File: config.mk
export PLATFORM = sky130hd
export DESIGN_NAME = softmax_vector_unit
export DESIGN_NICKNAME = d
export VERILOG_FILES = /design/src/rtl/core/smx_pkg.sv /design/src/rtl/core/smx_ram.sv /design/src/rtl/core/smx_div.sv /design/src/rtl/core/softmax_vector_unit.sv
export SDC_FILE = /design/constraint.sdc
export NUM_CORES = 2
export LEC_CHECK = 0
export BUFFER_PORTS_ARGS = -buffer_cell sky130_fd_sc_hd__buf_4
export CELL_PAD_IN_SITES_DETAIL_PLACEMENT = 1
export CELL_PAD_IN_SITES_GLOBAL_PLACEMENT = 1
export CORE_ASPECT_RATIO = 1.4
export CORE_MARGIN = 4
export CORE_UTILIZATION = 45
export CTS_BUF_LIST = sky130_fd_sc_hd__clkbuf_16
export CTS_CLUSTER_SIZE = 16
export DETAILED_ROUTE_END_ITERATION = 16
export PLACE_DENSITY = 0.66
export SYNTH_ARGS = -nofsm -noshare
export SYNTH_HDL_FRONTEND = slang
export SYNTH_SLANG_ARGS = --single-unit
File: constraint.sdc
create_clock -name clk -period 24.7 [get_ports clk]
set_input_delay 2.47 -clock clk [delete_from_list [all_inputs] [get_ports clk]]
set_output_delay 2.47 -clock clk [all_outputs]
set_load 0.005 [all_outputs]
File: src/rtl/core/smx_pkg.sv
// ----------------------------------------------------------------------------
// smx_pkg
// Shared constants, types and the exponential table for the softmax unit.
// ----------------------------------------------------------------------------
package smx_pkg;

  localparam int MaxLenDefault = 64;
  localparam int ValueWidth    = 16;
  localparam int ExpWidth      = 17;
  localparam int SumWidth      = 23;
  localparam logic [15:0] Log2eQ15 = 16'd47274;

  // 2^(-j/16) in Q1.16, j = 0..16
  function automatic logic [16:0] pow2_tab(input logic [4:0] j);
    logic [16:0] r;
    case (j)
      5'd0:    r = 17'd65536;
      5'd1:    r = 17'd62757;
      5'd2:    r = 17'd60097;
      5'd3:    r = 17'd57549;
      5'd4:    r = 17'd55109;
      5'd5:    r = 17'd52773;
      5'd6:    r = 17'd50535;
      5'd7:    r = 17'd48393;
      5'd8:    r = 17'd46341;
      5'd9:    r = 17'd44376;
      5'd10:   r = 17'd42495;
      5'd11:   r = 17'd40693;
      5'd12:   r = 17'd38968;
      5'd13:   r = 17'd37316;
      5'd14:   r = 17'd35734;
      5'd15:   r = 17'd34219;
      5'd16:   r = 17'd32768;
      default: r = 17'd0;
    endcase
    return r;
  endfunction

  // sequencer states
  typedef enum logic [6:0] {
    ST_LOAD  = 7'b0000001,
    ST_ERD   = 7'b0000010,
    ST_EXP1  = 7'b0000100,
    ST_EXP2  = 7'b0001000,
    ST_DRD   = 7'b0010000,
    ST_DIV   = 7'b0100000,
    ST_EMIT  = 7'b1000000
  } state_t;

  // divider control
  typedef struct packed {
    logic        go;
    logic [16:0] num;
    logic [SumWidth-1:0] den;
  } div_req_t;

endpackage

File: src/rtl/core/smx_ram.sv
// ----------------------------------------------------------------------------
// smx_ram
// Generic single-port RAM with registered read.
// ----------------------------------------------------------------------------
module smx_ram #(
  parameter int Width = 16,
  parameter int Depth = 64
) (
  input  logic                     clk,
  input  logic                     we,
  input  logic [$clog2(Depth)-1:0] addr,
  input  logic [Width-1:0]         wdata,
  output logic [Width-1:0]         rdata
);
  logic [Width-1:0] mem [Depth];

  // write one entry when enabled; always read the addressed entry
  always_ff @(posedge clk) begin
    if (we) mem[addr] <= wdata;
    rdata <= mem[addr];
  end
endmodule

File: src/rtl/core/smx_div.sv
// ----------------------------------------------------------------------------
// smx_div
// Restoring divider: (num*65536 + den/2) / den, saturated to 16 bits.
// One quotient bit per cycle across the 34-bit dividend.
// ----------------------------------------------------------------------------
module smx_div import smx_pkg::*; (
  input  logic        clk,
  input  logic        rst,
  input  div_req_t    req,
  output logic        done,
  output logic [15:0] quot
);
  localparam int NW = 17 + 16 + 1;
  localparam int QW = NW;
  localparam int CW = $clog2(NW + 1);

  logic [NW-1:0]       dividend;
  logic [SumWidth:0]   rem;
  logic [QW-1:0]       q;
  logic [SumWidth-1:0] den;
  logic [CW-1:0]       cnt;
  logic                run;
  logic [SumWidth:0]   trial;
  logic [SumWidth+1:0] sub;

  always_comb begin
    trial = {rem[SumWidth-1:0], dividend[NW-1]};
    sub   = {1'b0, trial} - {2'b0, den};
  end

  // shift one bit per cycle
  always_ff @(posedge clk) begin
    if (rst) begin
      run  <= 1'b0;
      done <= 1'b0;
    end else begin
      done <= 1'b0;
      if (req.go) begin
        run      <= 1'b1;
        den      <= req.den;
        dividend <= {1'b0, req.num, 16'd0} + {12'd0, req.den[SumWidth-1:1]};
        rem      <= '0;
        q        <= '0;
        cnt      <= CW'(NW);
      end else if (run) begin
        dividend <= {dividend[NW-2:0], 1'b0};
        if (!sub[SumWidth+1]) begin
          rem <= sub[SumWidth:0];
          q   <= {q[QW-2:0], 1'b1};
        end else begin
          rem <= trial;
          q   <= {q[QW-2:0], 1'b0};
        end
        cnt <= cnt - 1'b1;
        if (cnt == CW'(1)) begin
          run  <= 1'b0;
          done <= 1'b1;
        end
      end
    end
  end

  // saturate; zero sum gives zero
  assign quot = (den == '0) ? 16'd0 : ((q[QW-1:16] != '0) ? 16'hFFFF : q[15:0]);
endmodule

File: src/rtl/core/softmax_vector_unit.sv
// ----------------------------------------------------------------------------
// softmax_vector_unit
// Fixed-point softmax over a vector streamed one element per transfer.
// ----------------------------------------------------------------------------
// Channel   Direction  Handshake        Payload
// input     in         start & !busy    value, last
// result    out        strobe (1 cycle) probability, last_res, overflowed
//
// A non-last element is accepted and stored while the unit stays in load. On
// last, an exponential pass visits each stored element in turn (RAM read,
// exponential multiply, interpolate and write back), then a division pass
// runs each element through the bit-serial divider and emits its result.
// busy stays high until the last result is out.
// Reset (synchronous) clears count, maximum, sum and flag; no RAM clearing.
// The receiver cannot stall; each result stands for one cycle.
module softmax_vector_unit import smx_pkg::*; #(
  parameter int MAX_LEN = MaxLenDefault
) (
  input  logic                         clk,
  input  logic                         rst,
  input  logic                         start,
  input  logic signed [ValueWidth-1:0] value,
  input  logic                         last,
  output logic                         busy,
  output logic                         strobe,
  output logic [15:0]                  probability,
  output logic                         last_res,
  output logic                         overflowed
);
  localparam int AW = (MAX_LEN > 1) ? $clog2(MAX_LEN) : 1;
  localparam int CW = $clog2(MAX_LEN + 1);

  state_t state;
  logic [CW-1:0] count, idx;
  logic signed [ValueWidth-1:0] run_max;
  logic [SumWidth-1:0] exp_sum;
  logic ovf;

  logic we;
  logic [AW-1:0] addr;
  logic [ExpWidth-1:0] wdata, rdata;

  logic accept;
  assign accept = start && (state == ST_LOAD);
  assign busy   = (state != ST_LOAD);

  smx_ram #(.Width(ExpWidth), .Depth(MAX_LEN)) u_ram (
    .clk(clk), .we(we), .addr(addr), .wdata(wdata), .rdata(rdata)
  );

  // exponential stage 1: d * log2(e)
  logic signed [ValueWidth:0] diff;
  logic [15:0] d;
  logic [31:0] y_r;
  assign diff = run_max - $signed(rdata[ValueWidth-1:0]);
  assign d    = diff[ValueWidth] ? 16'd0 : diff[15:0];

  // exponential stage 2: table interpolate and shift
  logic [16:0] yq;
  logic [4:0]  n;
  logic [3:0]  k;
  logic [7:0]  r;
  logic [16:0] hi, lo, m;
  logic [24:0] prod;
  logic [16:0] e;
  always_comb begin
    yq   = y_r[31:15];
    n    = yq[16:12];
    k    = yq[11:8];
    r    = yq[7:0];
    hi   = pow2_tab({1'b0, k});
    lo   = pow2_tab({1'b0, k} + 5'd1);
    prod = (hi - lo) * r + 25'd128;
    m    = hi - 17'(prod[24:8]);
    if (n == 5'd0) e = m;
    else           e = 17'(({1'b0, m} + (18'd1 << (n - 5'd1))) >> n);
  end

  div_req_t dreq;
  logic div_go;
  logic ddone;
  logic [15:0] dq;
  smx_div u_div (.clk(clk), .rst(rst), .req(dreq), .done(ddone), .quot(dq));

  // RAM port steering; launch the divide once the read data has landed
  always_comb begin
    we    = 1'b0;
    addr  = idx[AW-1:0];
    wdata = '0;
    if (accept) begin
      addr  = count[AW-1:0];
      wdata = {1'b0, value};
      we    = (count < CW'(MAX_LEN));
    end else if (state == ST_EXP2) begin
      we    = 1'b1;
      wdata = e;
    end
    dreq.go  = div_go;
    dreq.num = rdata;
    dreq.den = exp_sum;
  end

  // sequencer
  always_ff @(posedge clk) begin
    if (rst) begin
      state   <= ST_LOAD;
      count   <= '0;
      idx     <= '0;
      run_max <= 16'sh8000;
      exp_sum <= '0;
      ovf     <= 1'b0;
      strobe  <= 1'b0;
      div_go  <= 1'b0;
    end else begin
      strobe <= 1'b0;
      div_go <= 1'b0;
      case (state)
        ST_LOAD: begin
          if (accept) begin
            if (count < CW'(MAX_LEN)) begin
              count <= count + 1'b1;
              if (value > run_max) run_max <= value;
            end else begin
              ovf <= 1'b1;
            end
            if (last) begin
              idx   <= '0;
              state <= ST_ERD;
            end
          end
        end
        ST_ERD:  state <= ST_EXP1;
        ST_EXP1: begin
          y_r   <= d * Log2eQ15 + 32'd16384;
          state <= ST_EXP2;
        end
        ST_EXP2: begin
          exp_sum <= exp_sum + SumWidth'(e);
          if (idx + 1'b1 == count) begin
            idx   <= '0;
            state <= ST_DRD;
          end else begin
            idx   <= idx + 1'b1;
            state <= ST_ERD;
          end
        end
        ST_DRD: begin
          div_go <= 1'b1;
          state  <= ST_DIV;
        end
        ST_DIV: begin
          if (ddone) state <= ST_EMIT;
        end
        ST_EMIT: begin
          strobe      <= 1'b1;
          probability <= dq;
          last_res    <= (idx + 1'b1 == count);
          overflowed  <= ovf;
          if (idx + 1'b1 == count) begin
            count   <= '0;
            run_max <= 16'sh8000;
            exp_sum <= '0;
            ovf     <= 1'b0;
            state   <= ST_LOAD;
          end else begin
            idx   <= idx + 1'b1;
            state <= ST_DRD;
          end
        end
        default: state <= ST_LOAD;
      endcase
    end
  end
endmodule

==> results.sh <==
export IMPL_grt_ovfl_total=0
export IMPL_cp_start_kind="register"
export IMPL_grt_pass1_vias=47200
export IMPL_yosysTopAreaCell="edfxtp_1"
export IMPL_drcViolationCount=0
export IMPL_worst_hold_path_type="reg -> reg"
export IMPL_path_clk_slew_ns=0.06
export IMPL_relSlewSlack_pct=14.9
export IMPL_ios=40
export IMPL_final_common_cell="edfxtp_1"
export IMPL_initial_core_util_pct=45.4
export IMPL_drv_cap=0
export IMPL_required_ns=25.36
export IMPL_reg2regPathDepth=61
export IMPL_setup_viol=0
export IMPL_worst_setup_path_end_kind="register"
export IMPL_syn_num_nets=5691
export IMPL_slew_viol_final=0
export IMPL_r2r_slack_ns=8.08
export IMPL_coreArea_sq_um=147000
export IMPL_dr_pass1_iters=5
export IMPL_synth_seq_cells=1342
export IMPL_use_met1_pct=31.1
export IMPL_antenna_found_initial=3
export IMPL_cts_made_buffers=135
export IMPL_cts_repair_resized=0
export IMPL_cts_tree="built"
export IMPL_clkLatencyLatePin_ns=0.79
export IMPL_hold_viol=0
export IMPL_postCtsSetupRepairBufs=0
export IMPL_syn_avg_cell_area_sq_um=13.0
export IMPL_syn_area_sq_um=66700
export IMPL_synth_flop_cell="edfxtp_1"
export IMPL_grt_pass1_wl_mm=304
export IMPL_path_buf_inv=2
export IMPL_cp_top_family="compound AO/OA/AOI/OAI gates"
export IMPL_fin_crit_sh_pct=67.3
export IMPL_holdPathEnd="u_div.done"
export IMPL_rows=166
export IMPL_wire_per_inst_microns=28.3
export IMPL_cts_htree_levels=4
export IMPL_fin_setup_tns_ns=0
export IMPL_outcome="finished, final reports clean"
export IMPL_busiest_layer="met2"
export IMPL_rsz0062_at_grt="no"
export IMPL_grt_max_degree=92
export IMPL_num_nets_final=5743
export IMPL_final_cell_mix="1243 x edfxtp_1, 363 x a22oi_1, 345 x ha_1, 342 x nand2_1, 321 x inv_1"
export IMPL_layout_min_cycle_time_ns=16.62
export IMPL_syn_inst=5142
export IMPL_synth_edf_count=1243
export IMPL_gp_congestion=0.857
export IMPL_crit_fanout=27
export IMPL_timing_worst_setup_path_type="reg -> reg"
export IMPL_cpPeakStageDelay_ns=0.81
export IMPL_cp_common_cell="o21ai_0"
export IMPL_hold_path_cell_count=1
export IMPL_synth_top_area_share_pct=55.9
export IMPL_r2r_end="exp_sum[22]"
export IMPL_min_from="u_div.run"
export IMPL_ctsHoldBuffers=0
export IMPL_finalClockSkew_ns=0.0283
export IMPL_chipWidth_microns=333
export IMPL_ant_nets=0
export IMPL_use_met3_pct=3.05
export IMPL_ys_seq_area_share_pct=58.9
export IMPL_r2r_start="y_r[23]"
export IMPL_synth_area_top_cells="edfxtp_1 56%, ha_1 6.5%, fa_1 5.5%"
export IMPL_drt_initial_drc_count=3951
export IMPL_cp_arrival_ns=17.28
export IMPL_hpwl_mm=134
export IMPL_die_h_microns=464
export IMPL_cts_root_buffer="clkbuf_16"
export IMPL_vias=44300
export IMPL_met2_usage_pct=47.4
export IMPL_routed_via_density=6.12
export IMPL_grt_use_total_pct=26.2
export IMPL_numPortBuffers=39
export IMPL_cts_sinks=1342
export IMPL_worst_pin_slew_ns=1.27
export IMPL_die_area_sq_um=155000
export IMPL_nFillCells=14700
export IMPL_yosysUniqueCellTypes=95
export IMPL_synth_warnings=0
export IMPL_drive_above_1_share_pct=10.0
export IMPL_clock_path_buffers=3
export IMPL_async_flop_share_pct=0
export IMPL_critPathSlowestCell="ha_1"
export IMPL_area_growth_pct=11.2
export IMPL_finalWirelength_mm=205
export IMPL_max_freq_ghz=0.0602
## kinds of logic (layout without fill, tap and decap cells)
| logic type | Yosys count | in the layout | share of synthesized area (%) |
|---|---|---|---|
| AO/OA/AOI/OAI | 1250 | 1250 | 13.3 |
| XOR/XNOR | 165 | 165 | 2.20 |
| adder cells (fa/ha/maj) | 529 | 529 | 12.0 |
| buffers and inverters | 554 | 712 | 3.22 |
| flip-flops | 1342 | 1342 | 58.9 |
| multiplexers | 97 | 97 | 1.54 |
| other | 0 | 2 | 0 |
| AND/OR/NAND/NOR | 1205 | 1205 | 8.79 |
## synth_stat cells (all sizes together), types with 87 or more instances
cell       n
edfxtp  1243
a22oi    363
ha       345
nand2    344
nor2     321
inv      300
a21oi    203
fa       184
clkbuf   164
o21ai    116
a31oi    114
xnor2    110
dfxtp     99
buf       87
## flip-flops by register name, indices dropped and copies added (netlist names), 7 cells and up
signal,count
u_div.dividend,34
state,7
hi,17
idx,7
run_max,16
y_r,17
exp_sum,23
u_div.den,23
u_div.rem,23
u_ram.rdata,17
u_ram.mem,1088
probability,16
count,7
u_div.q,34
## worst max-delay path by stage
stage               startpoint         endpoint  slack, ns  cells past startpoint
finish                 y_r[23]      exp_sum[22]       8.08                     61
global route           y_r[23]      exp_sum[18]       6.32                     62
CTS                    y_r[23]      exp_sum[22]       8.04                     61
detailed placement     y_r[23]      exp_sum[22]       8.13                     61
global placement       y_r[23]      exp_sum[22]       8.30                     63
floorplan              y_r[24]  u_ram.mem[0][3]      10.33                     51
## metal layers
layer / vias to the layer above / wire length (microns)
li1: 19600 / -
met2: 1381 / 106000
met4: 2 / 11100
met3: 425 / 10300
met1: 22900 / 77400
met5: - / 13
## area by class of cell
cell class	count	area, sq um	area share (%)
Sequential cell	1342	39300	53.0
Multi-Input combinational cell	3246	25600	34.6
Clock buffer	135	3380	4.56
Tap cell	1932	2420	3.26
Timing Repair Buffer	166	1300	1.75
Inverter	303	1140	1.53
Clock inverter	108	971	1.31
Antenna cell	2	5.00	0.00675
## per-stage QoR
step	cell area, sq um	instances	hold slack (ns)	worst slack (ns)	utilization, %
after floorplan	66700	5142	0.431	10.33	-
after detailed placement	69800	6989	0.467	8.13	47.5
final	74200	7234	0.494	8.08	50.5
after global placement	69800	6989	0.441	8.30	47.5
after CTS	74200	7232	0.483	8.04	50.5
after global routing	74200	7232	0.512	6.32	50.5
Power is not shown: default switching activity piles up to over one toggle a cycle in this logic, so the estimate is an artifact.
